--- src/hdl/ipatp_pkg.sv ---
package ipatp_pkg;

  localparam logic [7:0] CharColon = 8'h3a;
  localparam logic [7:0] CharDot   = 8'h2e;
  localparam logic [7:0] CharZero  = 8'h30;
  localparam logic [7:0] CharNine  = 8'h39;
  localparam logic [7:0] CharLowA  = 8'h61;
  localparam logic [7:0] CharUpA   = 8'h41;
  localparam logic [9:0] OctetMax  = 10'd255;

  // Flag bit positions.
  localparam int FlFailed = 0;
  localparam int FlColon  = 1;
  localparam int FlDot    = 2;
  localparam int FlDecBad = 3;

  typedef enum logic [1:0] {
    CP_PIECE  = 2'd0,
    CP_LEAD   = 2'd1,
    CP_CLOSED = 2'd2,
    CP_GAP    = 2'd3
  } colon_phase_t;

  typedef enum logic [1:0] {
    TP_LEAD  = 2'd0,
    TP_BODY  = 2'd1,
    TP_TRAIL = 2'd2
  } text_phase_t;

  typedef struct packed {
    logic [7:0][15:0] head_groups;
    logic [7:0][15:0] tail_groups;
    logic [3:0]       head_fill;
    logic [3:0]       tail_fill;
    logic             gap_seen;
    logic [15:0]      group_value;
    logic [2:0]       group_digits;
    logic [3:0][7:0]  dotted_octets;
    logic [9:0]       octet_value;
    logic [1:0]       octet_digits;
    logic [1:0]       dot_total;
    colon_phase_t     colon_phase;
    text_phase_t      text_phase;
    logic [3:0]       flags;
  } parse_state_t;

endpackage

--- src/hdl/ipatp_parse.sv ---
module ipatp_parse (
  input  logic                  clk,
  input  logic                  rst_n,
  input  logic                  step_en,
  input  logic [7:0]            text_char,
  input  logic                  char_present,
  input  logic                  end_of_text,
  output ipatp_pkg::parse_state_t final_state
);
  import ipatp_pkg::*;

  parse_state_t st_r, st_nxt, upd;

  always_comb begin
    logic       first;
    logic [4:0] hex;
    logic       hex_ok;
    logic [3:0] dval;
    upd   = st_r;
    first = 1'b0;
    hex   = '0;
    hex_ok = 1'b0;
    dval  = text_char[3:0];
    if (text_char inside {[CharZero:CharNine]}) begin
      hex_ok = 1'b1;
      hex    = {1'b0, text_char[3:0]};
    end else if (text_char inside {[CharLowA:8'h66]}) begin
      hex_ok = 1'b1;
      hex    = 5'(text_char - CharLowA + 8'd10);
    end else if (text_char inside {[CharUpA:8'h46]}) begin
      hex_ok = 1'b1;
      hex    = 5'(text_char - CharUpA + 8'd10);
    end
    if (char_present) begin
      if (text_char inside {8'h20, [8'h09:8'h0d]}) begin
        if (st_r.text_phase == TP_BODY) upd.text_phase = TP_TRAIL;
      end else if (st_r.text_phase == TP_TRAIL) begin
        upd.flags[FlFailed] = 1'b1;
      end else begin
        first = (st_r.text_phase == TP_LEAD);
        upd.text_phase = TP_BODY;
        if (text_char == CharColon) begin
          upd.flags[FlColon] = 1'b1;
          if (first) begin
            upd.colon_phase = CP_LEAD;
          end else begin
            case (st_r.colon_phase)
              CP_LEAD: begin
                upd.gap_seen = 1'b1;
                upd.colon_phase = CP_GAP;
              end
              CP_CLOSED: begin
                if (st_r.gap_seen) upd.flags[FlFailed] = 1'b1;
                upd.gap_seen = 1'b1;
                upd.colon_phase = CP_GAP;
              end
              CP_GAP: upd.flags[FlFailed] = 1'b1;
              default: begin
                if (st_r.flags[FlDot]) begin
                  upd.flags[FlFailed] = 1'b1;
                end else if (st_r.gap_seen) begin
                  if (st_r.tail_fill[3]) upd.flags[FlFailed] = 1'b1;
                  else begin
                    upd.tail_groups[st_r.tail_fill[2:0]] = st_r.group_value;
                    upd.tail_fill = st_r.tail_fill + 4'd1;
                  end
                end else begin
                  if (st_r.head_fill[3]) upd.flags[FlFailed] = 1'b1;
                  else begin
                    upd.head_groups[st_r.head_fill[2:0]] = st_r.group_value;
                    upd.head_fill = st_r.head_fill + 4'd1;
                  end
                end
                upd.colon_phase = CP_CLOSED;
              end
            endcase
          end
          upd.group_value   = '0;
          upd.group_digits  = '0;
          upd.octet_value   = '0;
          upd.octet_digits  = '0;
          upd.dot_total     = '0;
          upd.flags[FlDot]    = 1'b0;
          upd.flags[FlDecBad] = 1'b0;
        end else begin
          if (st_r.colon_phase == CP_LEAD) upd.flags[FlFailed] = 1'b1;
          upd.colon_phase = CP_PIECE;
          // Hex group collection.
          if (text_char == CharDot) begin
            upd.flags[FlDot] = 1'b1;
          end else if (!hex_ok) begin
            upd.flags[FlFailed] = 1'b1;
          end else if (!st_r.flags[FlDot]) begin
            if (st_r.group_digits >= 3'd4) upd.flags[FlFailed] = 1'b1;
            else begin
              upd.group_value  = {st_r.group_value[11:0], hex[3:0]};
              upd.group_digits = st_r.group_digits + 3'd1;
            end
          end
          // Dotted decimal collection runs alongside.
          if (text_char inside {[CharZero:CharNine]}) begin
            if (st_r.octet_digits == 2'd3 ||
                (st_r.octet_digits == 2'd1 && st_r.octet_value == '0)) begin
              upd.flags[FlDecBad] = 1'b1;
            end else begin
              upd.octet_value  = 10'(st_r.octet_value * 10'd10 + {6'd0, dval});
              upd.octet_digits = st_r.octet_digits + 2'd1;
            end
          end else if (text_char == CharDot) begin
            if (st_r.octet_digits == '0 || st_r.octet_value > OctetMax ||
                st_r.dot_total == 2'd3) begin
              upd.flags[FlDecBad] = 1'b1;
            end else begin
              upd.dotted_octets[st_r.dot_total] = st_r.octet_value[7:0];
              upd.dot_total = st_r.dot_total + 2'd1;
            end
            upd.octet_value  = '0;
            upd.octet_digits = '0;
          end else begin
            upd.flags[FlDecBad] = 1'b1;
          end
        end
      end
    end
  end

  assign final_state = upd;

  always_comb begin
    st_nxt = st_r;
    if (step_en) begin
      if (end_of_text) st_nxt = '0;
      else             st_nxt = upd;
    end
  end

  always_ff @(posedge clk) begin
    if (!rst_n) begin
      st_r <= '0;
    end else begin
      st_r <= st_nxt;
    end
  end

endmodule

--- src/hdl/ipatp_finish.sv ---
module ipatp_finish (
  input  ipatp_pkg::parse_state_t st,
  output logic                    parse_ok,
  output logic                    is_ipv6,
  output logic [63:0]             addr_high,
  output logic [63:0]             addr_low
);
  import ipatp_pkg::*;

  always_comb begin
    logic             ok;
    logic             failed;
    logic             dq_ok;
    logic [3:0]       hf;
    logic [3:0]       tf;
    logic [3:0]       fill;
    logic [1:0]       npush;
    logic [1:0][15:0] pv;
    logic [7:0][15:0] head;
    logic [7:0][15:0] tail;
    logic [7:0][15:0] words;
    logic [2:0]       j;
    logic [4:0]       total;
    ok     = (st.text_phase != TP_LEAD) && !st.flags[FlFailed];
    failed = st.flags[FlFailed];
    dq_ok  = !st.flags[FlDecBad] && st.dot_total == 2'd3 && st.octet_digits != '0 &&
             st.octet_value <= OctetMax;
    hf    = st.head_fill;
    tf    = st.tail_fill;
    head  = st.head_groups;
    tail  = st.tail_groups;
    npush = '0;
    pv[0] = {st.dotted_octets[0], st.dotted_octets[1]};
    pv[1] = {st.dotted_octets[2], st.octet_value[7:0]};
    fill  = st.gap_seen ? tf : hf;
    words = '0;
    j     = '0;
    total = '0;
    addr_high = '0;
    addr_low  = '0;
    is_ipv6   = st.flags[FlColon];
    if (st.flags[FlColon]) begin
      if (ok) begin
        if (st.colon_phase == CP_LEAD || st.colon_phase == CP_CLOSED) begin
          ok = 1'b0;
        end else if (st.colon_phase == CP_PIECE) begin
          if (st.flags[FlDot]) begin
            if (!dq_ok || fill > 4'd6) ok = 1'b0;
            else npush = 2'd2;
          end else begin
            npush = 2'd1;
            pv[0] = st.group_value;
          end
        end
        for (int k = 0; k < 2; k++) begin
          if (2'(k) < npush) begin
            if (st.gap_seen) begin
              if (tf[3]) failed = 1'b1;
              else begin
                tail[tf[2:0]] = pv[k];
                tf = tf + 4'd1;
              end
            end else begin
              if (hf[3]) failed = 1'b1;
              else begin
                head[hf[2:0]] = pv[k];
                hf = hf + 4'd1;
              end
            end
          end
        end
        if (failed) ok = 1'b0;
      end
      total = {1'b0, hf} + {1'b0, tf};
      if (ok) begin
        if (st.gap_seen) ok = (total < 5'd8);
        else             ok = (hf == 4'd8 && tf == '0);
      end
      if (ok) begin
        for (int i = 0; i < 8; i++) begin
          j = 3'(i) + tf[2:0];
          if (4'(i) < hf) words[i] = head[i];
          if (tf != '0 && 5'(i) >= 5'd8 - {1'b0, tf}) words[i] = tail[j];
        end
        addr_high = {words[0], words[1], words[2], words[3]};
        addr_low  = {words[4], words[5], words[6], words[7]};
      end
    end else begin
      ok = ok && dq_ok;
      if (ok) begin
        addr_low = {32'd0, st.dotted_octets[0], st.dotted_octets[1],
                    st.dotted_octets[2], st.octet_value[7:0]};
      end
    end
    parse_ok = ok;
  end

endmodule

--- src/hdl/ip_address_text_parser_top.sv ---
// Channel  Ports                         Contents
// in       in_tvalid/tready/tdata/tlast  one text byte per word, tlast ends the literal
// out      out_tvalid/tready/tdata       one parse result per literal
//
// A word is accepted into an input register, from which its byte is applied
// to the parser state. One word per cycle is sustained unless a stalled output
// blocks the input; the state update is a single short step per byte. On the
// final word the post-byte state is captured into a snapshot register, the
// assembly of the address runs from that snapshot, and the result lands in
// the output register that drives out_tvalid. Reset (rst_n low, synchronous)
// empties all stages and clears the parser. A stalled output blocks the
// input only when the output register and the snapshot both hold results
// and another final word sits in the input register.
module ip_address_text_parser_top (
  input  logic          clk,
  input  logic          rst_n,
  input  logic          in_tvalid,
  output logic          in_tready,
  input  logic [15:0]   in_tdata,   // [7:0] text_char, [8] char_present, rest zero
  input  logic          in_tlast,   // end_of_text
  output logic          out_tvalid,
  input  logic          out_tready,
  output logic [135:0]  out_tdata   // [0] parse_ok, [1] is_ipv6, [65:2] addr_high,
                                    // [129:66] addr_low, rest zero
);
  import ipatp_pkg::*;

  logic         in_valid_r;
  logic [7:0]   char_r;
  logic         present_r;
  logic         last_r;
  logic         snap_valid_r;
  parse_state_t snap_r;
  parse_state_t final_state;
  logic         out_valid_r;
  logic [129:0] out_data_r;

  logic         out_free, snap_free, snap_go, step_go;
  logic         res_ok, res_v6;
  logic [63:0]  res_hi, res_lo;

  // Each stage moves on as soon as the stage behind it has room.
  assign out_free  = !out_valid_r || out_tready;
  assign snap_go   = snap_valid_r && out_free;
  assign snap_free = !snap_valid_r || out_free;
  assign step_go   = in_valid_r && (!last_r || snap_free);
  assign in_tready = !in_valid_r || step_go;

  ipatp_parse u_parse (
    .clk          (clk),
    .rst_n        (rst_n),
    .step_en      (step_go),
    .text_char    (char_r),
    .char_present (present_r),
    .end_of_text  (last_r),
    .final_state  (final_state)
  );

  ipatp_finish u_finish (
    .st        (snap_r),
    .parse_ok  (res_ok),
    .is_ipv6   (res_v6),
    .addr_high (res_hi),
    .addr_low  (res_lo)
  );

  always_ff @(posedge clk) begin
    if (!rst_n) begin
      in_valid_r   <= 1'b0;
      snap_valid_r <= 1'b0;
      out_valid_r  <= 1'b0;
    end else begin
      if (in_tready)  in_valid_r <= in_tvalid;
      if (snap_free)  snap_valid_r <= step_go && last_r;
      if (out_free)   out_valid_r <= snap_valid_r;
    end
  end

  // Payload registers carry no reset.
  always_ff @(posedge clk) begin
    if (in_tready && in_tvalid) begin
      char_r    <= in_tdata[7:0];
      present_r <= in_tdata[8];
      last_r    <= in_tlast;
    end
    if (step_go && last_r) snap_r <= final_state;
    if (snap_go) out_data_r <= {res_lo, res_hi, res_v6, res_ok};
  end

  assign out_tvalid = out_valid_r;
  assign out_tdata  = {6'd0, out_data_r};

endmodule
--- config.mk ---
export PLATFORM = sky130hd
export DESIGN_NAME = ip_address_text_parser_top
export DESIGN_NICKNAME = d
export VERILOG_FILES = /design/src/hdl/ipatp_pkg.sv /design/src/hdl/ipatp_parse.sv /design/src/hdl/ipatp_finish.sv /design/src/hdl/ip_address_text_parser_top.sv
export SDC_FILE = /design/constraint.sdc
export NUM_CORES = 2
export LEC_CHECK = 0
export BUFFER_PORTS_ARGS = -buffer_cell sky130_fd_sc_hd__buf_2
export CORE_UTILIZATION = 35
export DETAILED_ROUTE_END_ITERATION = 16
export PLACE_DENSITY = 0.47
export SYNTH_ARGS = -nofsm -noshare
export SYNTH_HDL_FRONTEND = slang
export SYNTH_SLANG_ARGS = --single-unit
--- constraint.sdc ---
create_clock -name clk -period 11.5 [get_ports clk]
set_input_delay 1.15 -clock clk [delete_from_list [all_inputs] [get_ports clk]]
set_output_delay 1.15 -clock clk [all_outputs]
set_load 0.02 [all_outputs]
==> impl_metrics.json <==
{
  "num-fill-cells": 12913,
  "holdPathEnd": "u_parse.st_r[199]",
  "whs_path_depth": 2,
  "row_count": 132,
  "ir_drop_v": 0.0001077,
  "cts_made_buffers": 90,
  "syn-instance-count": 4567,
  "yosys_warnings": 0,
  "cts_max_path_buffers": 3,
  "hold_path_class": "reg -> reg",
  "p_per_area_nw_per_um2": 121.5,
  "layout_commonest_cell": "edfxtp_1",
  "synth_ff_type": "edfxtp_1",
  "r2r_end": "out_data_r[23]",
  "cts_tree": "done",
  "via_per_inst": 6.545,
  "synthTopCellsByArea": "edfxtp_1 (30%), dfxtp_1 (14%), mux2_2 (7.4%), a22oi_1 (5.0%), nor2b_1 (3.7%)",
  "drt-wirelength-per-cell_um": 36.14,
  "place.gp.congestion": 1.022,
  "grtUsageTotal_pct": 33.32,
  "antenna_found_initial": 23,
  "hpwl_mm": 165.5,
  "start_util_pct": 35.44,
  "port_buffers": 145,
  "final-hold-violation-count": 0,
  "max-cap-violations": 1,
  "synth_edf_count": 467,
  "relSlewSlack_pct": -4.990,
  "syn_avg_cell_area_sq_um": 10.10,
  "clkTransAtPathRegs_ns": 0.06,
  "clock_sink_count": 800,
  "worstPathArrival_ns": 8.46,
  "htreeDepth": 3,
  "finalWorstSetupSlack_ns": 3.419,
  "drc": 0,
  "setup_viol": 0,
  "yosysSeqAreaShare_pct": 44.86,
  "ys_types": 93,
  "max_freq_mhz": 123.8,
  "grt_pass1_vias": 37944,
  "die_area_sq_um": 133200,
  "vias": 41320,
  "fin_setup_tns_ns": 0,
  "wl_mm": 228.2,
  "grt_setup_unrepaired": "no",
  "synth_top_area_cell": "edfxtp_1",
  "syn_area_sq_um": 46120,
  "grt_max_degree": 114,
  "overflow": 0,
  "coreArea_sq_um": 130100,
  "status": "finished with violations",
  "drv_slew": 4,
  "synthToLayoutAreaGrowth_pct": 11.84,
  "postRouteAntennaNets": 0,
  "critical_path.startpoint": "snap_r[73]",
  "ys_async_sr_fraction_pct": 0,
  "synth_top_cell_area_share_pct": 30.41,
  "drt-pass1-iter-count": 6,
  "violations": "capacitance limit, slew limit",
  "cts_setup_buffers": 0,
  "cp-start-kind": "flip-flop",
  "reg2reg_from": "snap_r[73]",
  "leakage_nw": 17.83,
  "die_width_um": 365.0,
  "most-common-layout-cells": "edfxtp_1 (467), nand2_1 (341), dfxtp_1 (329)",
  "drive_above_1_share_pct": 19.30,
  "clk-insertion-delay-late_ns": 0.73,
  "worst_hold_startpoint": "u_parse.st_r[199]",
  "ys_seq_elements": 800,
  "finalCritPeriodShare_pct": 70.27,
  "r2r_slack_ns": 3.42,
  "cts_root_buffer": "clkbuf_16",
  "finClkSkew_ns": 0.05031,
  "crit_path_end_kind": "flip-flop",
  "drt-initial-drc-count": 5657,
  "ios": 159,
  "grt_pass1_wl_mm": 309.5,
  "post_cts_resize_count": 0,
  "dp_worst_setup_slack_ns": 3.805,
  "r2r_cells": 19,
  "fp.dieH_um": 365.0,
  "nets": 4567,
  "path_class": "reg -> reg",
  "critPathMaxFanout": 50,
  "cts_hold_buf": 0,
  "cp_data_required_time_ns": 11.87,
  "antennaDiodeCount": 0,
  "worst_pin_slew_ns": 1.570,
  "min_period_ns": 8.081
}
metrics by stage:
step | cell area [sq um] | utilization [%] | total power [mW] | std cells | hold WS [ns]
global route | 51580 | 39.63 | 6.440 | 6313 | 0.4786
finish | 51580 | 39.63 | 6.269 | 6313 | 0.4593
CTS | 51580 | 39.63 | 6.320 | 6313 | 0.4627
global placement | 48680 | 37.41 | 3.451 | 6147 | 0.4466
floorplan | 46140 | - | 3.330 | 4572 | 0.4293
detailed placement | 48680 | 37.41 | 3.451 | 6147 | 0.4537
cell usage after synthesis, types with 17 or more instances:
library cell	n
edfxtp_1	467
clkbuf_1	403
nand2_1	344
dfxtp_1	333
a22oi_1	310
mux2_2	305
nor2b_1	271
nor2_1	178
o211ai_1	162
a21oi_1	144
o22ai_1	124
o21ai_0	106
mux2i_1	87
a21boi_0	86
or3_1	65
a31oi_1	64
nand3_1	64
inv_1	61
nor4_1	50
nand4_1	48
nor3_1	48
ha_1	47
a21o_1	41
o32ai_1	41
or2_2	41
buf_1	38
o21a_1	37
a211oi_1	33
mux4_2	33
o32a_1	33
a221o_1	32
o211a_1	32
and3_1	28
o221ai_1	28
nand2b_1	26
a2111oi_0	23
a22o_1	22
and2_1	22
o31ai_1	22
xnor2_1	21
a32oi_1	19
a32o_1	17
nor3b_1	17
report_power, final:
part,leakage [nW],total [mW],internal (mW),switching [mW]
logic,8.98,0.323,0.0756,0.247
registers,7.44,3.07,3.04,0.0321
clock network,1.41,2.87,1.65,1.22
total,17.8,6.27,4.76,1.50
final cells by class:
class                      count  area, sq um  area share [%]
multi-input combinational   3250        23720           45.98
sequential                   800        20690           40.12
timing repair buffer         290         1836           3.559
tap                         1742         2180           4.226
inverter                      65        256.5          0.4973
clock inverter                28        217.7          0.4221
clock buffer                 138         2678           5.191
logic make-up (layout without fill, tap and decap cells):
logic type	after synthesis	after routing	synth area share, %
other	1	6	0.008131
and+or+nand+nor	1242	1242	14.03
adders and majority gates	50	50	1.384
DFF	800	800	44.86
xor gates and xnor gates	30	30	0.5698
AOI/OAI and AO/OA	1496	1496	23.82
muxes	426	426	10.98
buffers and inverters	522	521	4.349
flip-flops by register name, summed over array words and instances, names as in the netlist:
name	count
snap_r	327
out_tvalid	1
snap_valid_r	1
out_data_r	130
u_parse.st_r	330
char_r	8
in_valid_r	1
present_r	1
last_r	1
layer usage:
layer | GRT usage [%] | vias up | part of all wire, %
met4 | 18.98 | 8 | 6.5
li1 | - | 17617 | -
met3 | 7.152 | 542 | 9.2
met1 | 44.12 | 20747 | 41
met2 | 50.18 | 2406 | 43
met5 | 0 | - | 0.027
worst max path at each step:
stage,to,cells after the start
floorplan,snap_r[0],6
global placement,out_data_r[117],20
detailed placement,out_data_r[120],20
CTS,out_data_r[117],20
global route,out_data_r[22],18
finish,out_data_r[23],19
critical path, cell delays in order (launching register included):
cell and delay [ns]:
edfxtp_1 0.89, nor4bb_1 0.38, buf_4 0.22, mux2i_1 0.23, and2_1 0.43, nand2_1 0.10, ha_1 0.28, nor3_1 0.21
a31o_2 0.23, o21ai_4 0.10, inv_4 0.28, ha_1 0.33, inv_1 0.15, nor4_2 0.51, nand2b_1 0.17, o41ai_2 0.76
buf_4 0.63, nand2_2 0.42, buf_4 0.46, a21oi_1 0.85
No activity file was read; power rests on OpenSTA's default activity.
